==> src/sv/kwm_pkg.sv <==
// kwm_pkg: beat types shared by the k-way merge block
// standalone, no dependencies
`default_nettype none

package kwm_pkg;

  localparam int unsigned ListIndexW = 2;
  localparam int unsigned ValueW     = 32;

  // one load beat
  typedef struct packed {
    logic [ListIndexW-1:0]   list_index;
    logic signed [ValueW-1:0] value;
    logic                    last_of_load;
  } in_beat_t;

  // one merged result beat
  typedef struct packed {
    logic [ListIndexW-1:0]   source_list;
    logic signed [ValueW-1:0] merged_value;
    logic                    last_result;
    logic                    dropped;
  } out_beat_t;

endpackage

`default_nettype wire

==> src/sv/kwm_ram.sv <==
// kwm_ram: generic single-write, single-read ram with registered read data
// standalone, no dependencies
`default_nettype none

module kwm_ram #(
  parameter int unsigned WIDTH = 32,
  parameter int unsigned DEPTH = 64
) (
  input  wire logic                     clk_i,
  input  wire logic                     we_i,
  input  wire logic [$clog2(DEPTH)-1:0] waddr_i,
  input  wire logic [WIDTH-1:0]         wdata_i,
  input  wire logic                     re_i,
  input  wire logic [$clog2(DEPTH)-1:0] raddr_i,
  output logic      [WIDTH-1:0]         rdata_o
);

  logic [WIDTH-1:0] mem_q [DEPTH];

  always_ff @(posedge clk_i) begin
    if (we_i) begin
      mem_q[waddr_i] <= wdata_i;
    end
    if (re_i) begin
      rdata_o <= mem_q[raddr_i];
    end
  end

endmodule

`default_nettype wire

==> src/sv/k_way_sorted_list_merge_top.sv <==
// k_way_sorted_list_merge_top: loads up to LISTS sorted lists, then merges them
// depends on kwm_pkg (beat types) and kwm_ram (element store)
`default_nettype none

//   channel | direction | handshake               | payload
//   --------+-----------+-------------------------+-----------------------------
//   load    | in        | in_valid_i / in_stall_o   | kwm_pkg::in_beat_t
//   merged  | out       | out_valid_o / out_stall_i | kwm_pkg::out_beat_t
//
// load phase: one beat per cycle; beats that fit their list go into the store ram
// merge phase: per result the sequencer walks the lists with one read port and
//   one signed comparator, an issue and a compare state per non-empty list, only
//   the issue state per exhausted list, plus the emit state
// load stalls from the last beat of a non-empty load until the final result leaves
// out_stall_i holds the current result; the scan resumes once it is taken
// reset clears fill counts, read pointers, drop flag and sequencer; ram is not cleared

module k_way_sorted_list_merge_top #(
  parameter int unsigned LISTS      = 4,
  parameter int unsigned LIST_DEPTH = 16
) (
  input  wire logic                clk_i,
  input  wire logic                rst_ni,
  input  wire logic                in_valid_i,
  output logic                     in_stall_o,
  input  wire kwm_pkg::in_beat_t   in_beat_i,
  output logic                     out_valid_o,
  input  wire logic                out_stall_i,
  output kwm_pkg::out_beat_t       out_beat_o
);

  import kwm_pkg::*;

  localparam int unsigned StoreDepth = LISTS * LIST_DEPTH;
  localparam int unsigned AddrW      = $clog2(StoreDepth);
  localparam int unsigned LiW        = $clog2(LISTS);
  localparam int unsigned CntW       = $clog2(LIST_DEPTH + 1);
  localparam int unsigned TotW       = $clog2(StoreDepth + 1);

  typedef enum logic [3:0] {
    S_LOAD  = 4'b0001,
    S_ISSUE = 4'b0010,
    S_CMP   = 4'b0100,
    S_EMIT  = 4'b1000
  } state_e;

  state_e                   state_q, state_d;
  logic [CntW-1:0]          fill_q [LISTS];
  logic [CntW-1:0]          fill_d [LISTS];
  logic [CntW-1:0]          rptr_q [LISTS];
  logic [CntW-1:0]          rptr_d [LISTS];
  logic                     ovf_q, ovf_d;
  logic [TotW-1:0]          total_q, total_d;
  logic [TotW-1:0]          count_q, count_d;
  logic [LiW-1:0]           scan_q, scan_d;
  logic [LiW-1:0]           best_idx_q, best_idx_d;
  logic signed [ValueW-1:0] best_val_q, best_val_d;
  logic                     found_q, found_d;

  // load side
  logic                     in_acc;
  logic                     li_ok;
  logic [LiW-1:0]           li_idx;
  logic [CntW-1:0]          fill_at_li;
  logic                     store_ok;
  logic [AddrW-1:0]         waddr;

  // merge side
  logic                     head_live;
  logic                     ram_re;
  logic [AddrW-1:0]         raddr;
  logic [ValueW-1:0]        rdata;
  logic signed [ValueW-1:0] head_val;
  logic                     scan_end;
  logic                     is_last;
  logic                     out_acc;

  assign in_stall_o  = (state_q != S_LOAD);
  assign in_acc      = in_valid_i && (state_q == S_LOAD);
  assign li_ok       = {1'b0, in_beat_i.list_index} < 3'(LISTS);
  assign li_idx      = LiW'(in_beat_i.list_index);
  assign fill_at_li  = li_ok ? fill_q[li_idx] : '0;
  assign store_ok    = li_ok && (fill_at_li < CntW'(LIST_DEPTH));
  assign waddr       = AddrW'(int'(li_idx) * LIST_DEPTH + int'(fill_at_li));

  assign head_live   = rptr_q[scan_q] < fill_q[scan_q];
  assign ram_re      = (state_q == S_ISSUE) && head_live;
  assign raddr       = AddrW'(int'(scan_q) * LIST_DEPTH + int'(rptr_q[scan_q]));
  assign head_val    = $signed(rdata);
  assign scan_end    = (scan_q == LiW'(LISTS - 1));
  assign is_last     = (count_q + TotW'(1)) == total_q;

  assign out_valid_o = (state_q == S_EMIT);
  assign out_acc     = out_valid_o && !out_stall_i;

  // result beat straight from the scan registers, steady while in S_EMIT
  assign out_beat_o.source_list  = ListIndexW'(best_idx_q);
  assign out_beat_o.merged_value = best_val_q;
  assign out_beat_o.last_result  = is_last;
  assign out_beat_o.dropped      = ovf_q;

  kwm_ram #(
    .WIDTH (ValueW),
    .DEPTH (StoreDepth)
  ) u_store (
    .clk_i   (clk_i),
    .we_i    (in_acc && store_ok),
    .waddr_i (waddr),
    .wdata_i (in_beat_i.value),
    .re_i    (ram_re),
    .raddr_i (raddr),
    .rdata_o (rdata)
  );

  always_comb begin
    state_d    = state_q;
    fill_d     = fill_q;
    rptr_d     = rptr_q;
    ovf_d      = ovf_q;
    total_d    = total_q;
    count_d    = count_q;
    scan_d     = scan_q;
    best_idx_d = best_idx_q;
    best_val_d = best_val_q;
    found_d    = found_q;

    case (state_q)
      S_LOAD: begin
        if (in_acc) begin
          if (store_ok) begin
            fill_d[li_idx] = fill_at_li + CntW'(1);
            total_d        = total_q + TotW'(1);
          end else begin
            ovf_d = 1'b1;
          end
          if (in_beat_i.last_of_load) begin
            if (total_d == '0) begin
              // empty load: nothing to merge, just drop the flag
              ovf_d = 1'b0;
            end else begin
              scan_d  = '0;
              found_d = 1'b0;
              state_d = S_ISSUE;
            end
          end
        end
      end
      S_ISSUE: begin
        if (head_live) begin
          state_d = S_CMP;
        end else if (scan_end) begin
          state_d = S_EMIT;
        end else begin
          scan_d = scan_q + LiW'(1);
        end
      end
      S_CMP: begin
        // strict less-than keeps the lower list on equal heads
        if (!found_q || (head_val < best_val_q)) begin
          found_d    = 1'b1;
          best_idx_d = scan_q;
          best_val_d = head_val;
        end
        if (scan_end) begin
          state_d = S_EMIT;
        end else begin
          scan_d  = scan_q + LiW'(1);
          state_d = S_ISSUE;
        end
      end
      S_EMIT: begin
        if (out_acc) begin
          if (is_last) begin
            for (int l = 0; l < LISTS; l++) begin
              fill_d[l] = '0;
              rptr_d[l] = '0;
            end
            ovf_d   = 1'b0;
            total_d = '0;
            count_d = '0;
            state_d = S_LOAD;
          end else begin
            rptr_d[best_idx_q] = rptr_q[best_idx_q] + CntW'(1);
            count_d = count_q + TotW'(1);
            scan_d  = '0;
            found_d = 1'b0;
            state_d = S_ISSUE;
          end
        end
      end
      default: begin
        state_d = S_LOAD;
      end
    endcase
  end

  always_ff @(posedge clk_i or negedge rst_ni) begin
    if (!rst_ni) begin
      state_q <= S_LOAD;
      for (int l = 0; l < LISTS; l++) begin
        fill_q[l] <= '0;
        rptr_q[l] <= '0;
      end
      ovf_q   <= 1'b0;
      total_q <= '0;
      count_q <= '0;
      scan_q  <= '0;
      found_q <= 1'b0;
    end else begin
      state_q <= state_d;
      fill_q  <= fill_d;
      rptr_q  <= rptr_d;
      ovf_q   <= ovf_d;
      total_q <= total_d;
      count_q <= count_d;
      scan_q  <= scan_d;
      found_q <= found_d;
    end
  end

  // best-head payload, no reset needed
  always_ff @(posedge clk_i) begin
    best_idx_q <= best_idx_d;
    best_val_q <= best_val_d;
  end

endmodule

`default_nettype wire
==> config.mk <==
export PLATFORM = sky130hd
export DESIGN_NAME = k_way_sorted_list_merge_top
export DESIGN_NICKNAME = d
export VERILOG_FILES = /design/src/sv/kwm_pkg.sv /design/src/sv/kwm_ram.sv /design/src/sv/k_way_sorted_list_merge_top.sv
export SDC_FILE = /design/constraint.sdc
export NUM_CORES = 2
export LEC_CHECK = 0
export ABC_AREA = 1
export ABC_CLOCK_PERIOD_IN_PS = 11100
export BUFFER_PORTS_ARGS = -buffer_cell sky130_fd_sc_hd__buf_2
export CAP_MARGIN = 30
export CORE_MARGIN = 8
export CORE_UTILIZATION = 44
export DETAILED_ROUTE_END_ITERATION = 6
export GPL_TIMING_DRIVEN = 1
export PLACE_DENSITY_LB_ADDON = 0.1
export SLEW_MARGIN = 10
export SYNTH_ARGS = -nofsm -noshare
export SYNTH_HDL_FRONTEND = slang
export SYNTH_HIERARCHICAL = 1
export SYNTH_SLANG_ARGS = --single-unit
export TNS_END_PERCENT = 20
==> constraint.sdc <==
create_clock -name clk_i -period 11.1 [get_ports clk_i]
set_input_delay 1.11 -clock clk_i [delete_from_list [all_inputs] [get_ports clk_i]]
set_output_delay 1.11 -clock clk_i [all_outputs]
set_load 0.01 [all_outputs]
# Word-level counts from Yosys, hierarchy flattened
# Memory sizes are Yosys's and may differ from the RTL's. A register that Yosys moved wholly into a read port is not among the register bits.
# Index checks and enable logic that the tools add are counted.
classes:
  n_addsub: 7
  n_mul: 0
  div_mod_pow: 0
  magnitude_cmp: 8
  n_eq_ne: 17
  shifts: 0
  mux: 65
  n_bitwise: 3
  n_reduce_logical: 20
op_table:
  columns: ["operator", "n"]
  rows:
  - ["$mux 20", 5]
  - ["$mux 5", 10]
  - ["$mux 7", 7]
  - ["$bmux 5 s2", 4]
  - ["$bwmux 20", 2]
  - ["$pmux 20 s2", 1]
  - ["$lt 32x32->1", 1]
  - ["$mux 4", 7]
  - ["$demux 5 s2", 2]
  - ["$mux 2", 8]
  - ["$pmux 4 s4", 1]
  - ["$add 7x1->7 const B", 2]
  - ["$mux 1", 14]
  - ["$ne 2x2->1 const B", 7]
  - ["$pmux 7 s2", 1]
  - ["$reduce_and 7->1", 2]
  - ["$add 6x5->6", 2]
  - ["$add 5x1->5 const B", 2]
  - ["$reduce_and 5->1", 2]
  - ["$ge 3x3->1 const B", 3]
  - ["$not 2->3", 3]
  - ["$pmux 2 s4", 1]
  - ["$eq 7x7->1", 1]
  - ["$logic_not 7->1", 1]
  - ["22 further kinds", 31]
totals:
  register_bits: 96
  latch_bits: 0
  mem_bits_rw: 2048
  romBits: 0
  in_bits: 39
  out_inout_bits: 38
  word_cells: 137
  mem_count: 1
memory_table:
  columns: ["name", "words", "word_bits", "rd", "rd_clocked_by_memory_dff", "write_ports", "line_no", "rtl"]
  rows:
  - ["u_store.mem_q", 64, 32, 1, 1, 1, "kwm_ram.sv:18", "logic [WIDTH-1:0] mem_q [DEPTH];"]

# Logic depth before layout (Yosys ltp)
logic_depth:
  depth_word: 13
  ltp_mapped: 19
  ltp_nobuf: 19

# Hierarchy
# The synthesis kept the hierarchy.
modules_own_cells:
  columns: ["mod", "instances", "cells_each", "area_each_um2", "seq_area_each_um2"]
  rows:
  - ["kwm_ram", 1, 6769, 83107.2, 62459.9]
  - ["k_way_sorted_list_merge_top", 1, 677, 5748.0, 2573.7]

# Least setup slack after synthesis
# OpenSTA, ideal clock, no wires.
synth_timing:
  path_type: "input to register"
  start: "in in_beat_i[33] (netlist name)"
  end: "mem u_store.mem_q[48][0], enable pin"
  setup_ps: 502
  arrival_time_ps: 5555
  t_required_ps: 10598
  setup_slack_ps: 5043
  stages: 9
  path_buffers: 1
  cell_sequence: "inv_1 > nor2_1 > nand2_1 > nand3_1 > buf_4 > ha_1 > xor2_1 > nand4_1 > nor4_1"
synth_between:
  elab_cells_between_ends: 9
  classes_between: "add/sub (1); order compare (1); mux (5); bitwise (1); reduce/logical (1)"
synth_lines:
  columns: ["element", "line_no", "rtl"]
  rows:
  - ["start, declared", "k_way_sorted_list_merge_top.sv:26", "input wire kwm_pkg::in_beat_t in_beat_i,"]
  - ["$not 2->3 (not written as such)", "k_way_sorted_list_merge_top.sv:82", "assign fill_at_li = li_ok ? fill_q[li_idx] : '0;"]
  - ["$bmux 5 s2", "k_way_sorted_list_merge_top.sv:82", null]
  - ["$mux 5 (not written as such) (2 in series)", "k_way_sorted_list_merge_top.sv:82", null]
  - ["$add 6x5->6 *", "k_way_sorted_list_merge_top.sv:84", "assign waddr = AddrW'(int'(li_idx) * LIST_DEPTH + int'(fill_at_li));"]
  - ["named net waddr[5]", "k_way_sorted_list_merge_top.sv:66", "logic [AddrW-1:0] waddr;"]
  - ["end, declared", "kwm_ram.sv:18", null]
# The timed path passes the listed nets; every way through them passes the cells marked *. The select of a mux whose other input is x is not followed.

# Final worst setup path
layout_timing:
  start: "reg scan_q[0]"
  end: "reg u_store.rdata_o[6], read port of u_store.mem_q, data pin"
layout_between:
  elab_cells_between_ends: 10
  classes_between: "add/sub (1); order compare (1); mux (6); bitwise (1); reduce/logical (1)"
layout_lines:
  columns: ["element", "line_no", "rtl"]
  rows:
  - ["start, declared", "k_way_sorted_list_merge_top.sv:55", "logic [LiW-1:0] scan_q, scan_d;"]
  - ["start signal, assigned", "k_way_sorted_list_merge_top.sv:216", "scan_q <= scan_d;"]
  - ["$not 2->3 (not written as such)", "k_way_sorted_list_merge_top.sv:88", "assign raddr = AddrW'(int'(scan_q) * LIST_DEPTH + int'(rptr_q[scan_q]));"]
  - ["$bmux 5 s2", "k_way_sorted_list_merge_top.sv:88", null]
  - ["$mux 5 (not written as such) (2 in series)", "k_way_sorted_list_merge_top.sv:88", null]
  - ["$add 6x5->6", "k_way_sorted_list_merge_top.sv:88", null]
  - ["named net raddr[0]", "k_way_sorted_list_merge_top.sv:71", "logic [AddrW-1:0] raddr;"]
  - ["end, declared", "kwm_ram.sv:15", "output logic [WIDTH-1:0] rdata_o"]
# The timed path passes the listed nets, and every way through them passes these cells. The select of a mux whose other input is x is not followed.
# A chain may end at the register's enable or synchronous reset.

==> results.md <==
- Outcome: finished with violations
- Failing checks: design-rule violations
- Yosys reg bits: 2176
- Routed via count: 58700
- Hold-fix buffers at CTS: 0
- RSZ-0062 raised after global routing: no
- Final hold vios: 0
- Cells after synthesis: 7446
- Initial DRT Pass Iterations: 7
- Post-layout util: 49.2%
- Buffers on Ports: 76
- Row cnt: 165
- CP Capture Point: u_store/rdata_o[6]
- Mapped Area: 88900 um2
- Number of synthesized flops with an enable pin: 2114
- Routability cong.: 0.824
- CP Launch Point: scan_q[0]
- Nets: 7528
- R2r setup slk: 4.59 ns
- R2R depth: 15
- Root buffer cell: clkbuf_16
- Min Tclk post-route: 6.51 ns
- Vias in the first global route: 55500
- Post-Syn Nets: 7527
- Period utilisation layout: 58.7%
- DR iter-0 viols: 6865
- Syn. warnings: 6
- CP Class: flop to flop
- Worst Path Max Fanout: 83
- Number of library cell types mapped by synthesis: 46
- Crit path DAT: 7.24 ns
- Final Setup Violations: 0
- Hold/Removal Path Class: input pin to asynchronous set/reset pin
- Post-synthesis sequential area ratio: 73.2%
- Maximum number of pins on one net before global-route repair: 203
- Fmax: 154 MHz
- Max-cap viol count: 0
- Floorplan core area: 201000 um2
- Main synth FF type: edfxtp_1
- Initial Util: 44.1%
- Startpoint type of the worst setup path: flop
- Final Slew Violations: 0
- Post-cts sizing count: 0
- Layout Area Growth over Synthesis: 11.6%
- Worst-skew pair later-pin latency: 0.87 ns
- Required @ worst endpoint: 11.82 ns
- Commonest cells after routing, fill and taps aside: nand2_1 (2412), edfxtp_1 (2114), nand3_1 (1926)
- Overall power: 29.6 mW
- Die Width: 465 um
- Setup TNS: 0 ns
- Share of layout cells above drive strength 1: 8.19%
- Worst setup EP type: flop
- DRC viols: 1
- Hpwl dp: 137000 um
- Chip Height: 465 um
- Worst-margin pin slew: 1.09 ns
- Maximum clock insertion buffer count: 3
- Clock H-tree levels: 4
- Number of buffers created by CTS: 223
- Initial antenna violation count: 13
- First-pass GRT wire length: 395000 um
- Total gr overflow: 0
- # Post-CTS Setup Buffers: 0
- GRT Util Overall: 24.7%
- PwrDens: 299 nW/um2
- Peak supply drop: 0.461 mV
- # clock sinks: 2176
- Leak Pwr: 35.3 nW
- R2R Path Start: scan_q[0]
- Total die area: 217000 um2
- Vias/cell: 5.69
- Worst R2R End: u_store/rdata_o[6]
- Async set-or-reset flop fraction in the synthesized netlist: 2.85%
- WL/cell: 26.6 um
- Post-Syn Area per Cell: 11.9 um2
- Commonest non-fill, non-tap cell in the layout: nand2_1
- Clock skew: 0.0312 ns
- CTS tree: built
- I/O pins: 77
- Post-route ant nets: 0
- Wirelength, routed: 274000 um
- Worst slew margin: 27.1%
- Clock-pin slew on the worst setup and hold paths: 0.06 ns
-- cell families after synthesis --
| group | share of synthesized area, % |
|---|---|
| AND/OR/NAND/NOR | 22.0 |
| flip-flops | 73.2 |
| buffers and inverters | 3.21 |
| AO/OA/AOI/OAI | 0.842 |
| adder cells (fa/ha/maj) | 0.591 |
| XOR/XNOR | 0.177 |
-- sequential cells by signal, summed over array words and instances (netlist names) --
name	count
best_val_q	32
best_idx_q	2
count_q	7
total_q	7
state_q	4
found_q	1
fill_q	20
u_store/mem_q	2048
ovf_q	1
rptr_q	20
u_store/rdata_o	32
scan_q	2
-- worst min path at each step --
| stage | start | to | slack, ns | cells after the start |
|---|---|---|---|---|
| finish | rst_ni | count_q[3] | 0.42 | 2 |
| global route | rst_ni | count_q[1] | 0.47 | 2 |
| CTS | rst_ni | count_q[5] | 0.41 | 2 |
| detailed placement | found_q | found_q | 0.47 | 2 |
| global placement | found_q | found_q | 0.46 | 2 |
| floorplan | u_store/rdata_o[0] | best_val_q[0] | 0.43 | 0 |
-- metrics by stage --
step	hold WS, ns	setup slack (ns)	std cells	area (um2)
global placement	0.460	4.75	9881	92000
global route	0.470	4.19	10300	99100
detailed placement	0.471	4.68	9889	92200
floorplan	0.426	5.04	7446	88900
finish	0.423	4.59	10300	99100
CTS	0.410	4.66	10300	99000
-- metal layers --
metal | share of wire [%] | track usage, % | up-vias
met5 | 0.079 | 0 | -
met4 | 2.9 | 7.29 | 4
met3 | 8.4 | 4.31 | 349
met2 | 44 | 37.8 | 2416
met1 | 44 | 36.2 | 29400
li1 | - | - | 26500
-- power by group --
part           internal (mW)  switching, mW
logic                   3.30           9.64
registers               9.32          0.240
clock network           3.98           3.12
total                   16.6           13.0
-- synthesized netlist by cell type (2+ instances only) --
master    instances  area share (%)
nor3_2            2           0.023
o22ai_1          32            0.23
inv_2             3           0.013
dfrtp_1          61             1.7
ha_1             42            0.59
nand4_1          34            0.24
buf_2           280             1.6
clkbuf_1         83            0.35
nand3_4           4           0.079
xor2_1           12            0.12
nor2_1           94            0.40
nor3_1            2           0.011
inv_4             2           0.014
edfxtp_1       2114              71
nand3_1        1926              11
buf_6            15            0.19
o21ai_1           3           0.017
a21oi_1          42            0.24
a32o_1            3           0.034
nor2_2            2           0.014
o21ai_0          29            0.16
o221ai_1          2           0.020
buf_4            46            0.39
nor4_1            9           0.063
and2_1            2           0.014
nand2_4           3           0.038
inv_1           115            0.49
xnor2_1           6           0.059
buf_1            39            0.16
a22oi_1          10           0.084
nand2_1        2413              10
a211oi_1          2           0.017
-- area by class of cell --
type	instances	area, um2
fill	17800	102000
sequential	2176	65000
multi-input combinational	4686	21500
clock buffer	298	5950
tap	2672	3340
timing repair buffer	240	1900
clock inverter	119	873
inverter	120	489
antenna	11	27.5
-- critical path, cell delays in order (launching register included) --
cell,delay [ns]
dfrtp_1,0.81
inv_1,0.47
a21oi_1,0.22
o21ai_0,0.18
nand2_4,0.66
buf_4,0.82
buf_4,0.81
buf_4,0.80
nand2_1,0.12
nand3_1,0.12
nand3_1,0.10
nand3_1,0.13
nand3_1,0.31
nand2_1,0.17
nand2_1,0.21
nand2_1,0.16
Power figures use the tool's default switching activity.
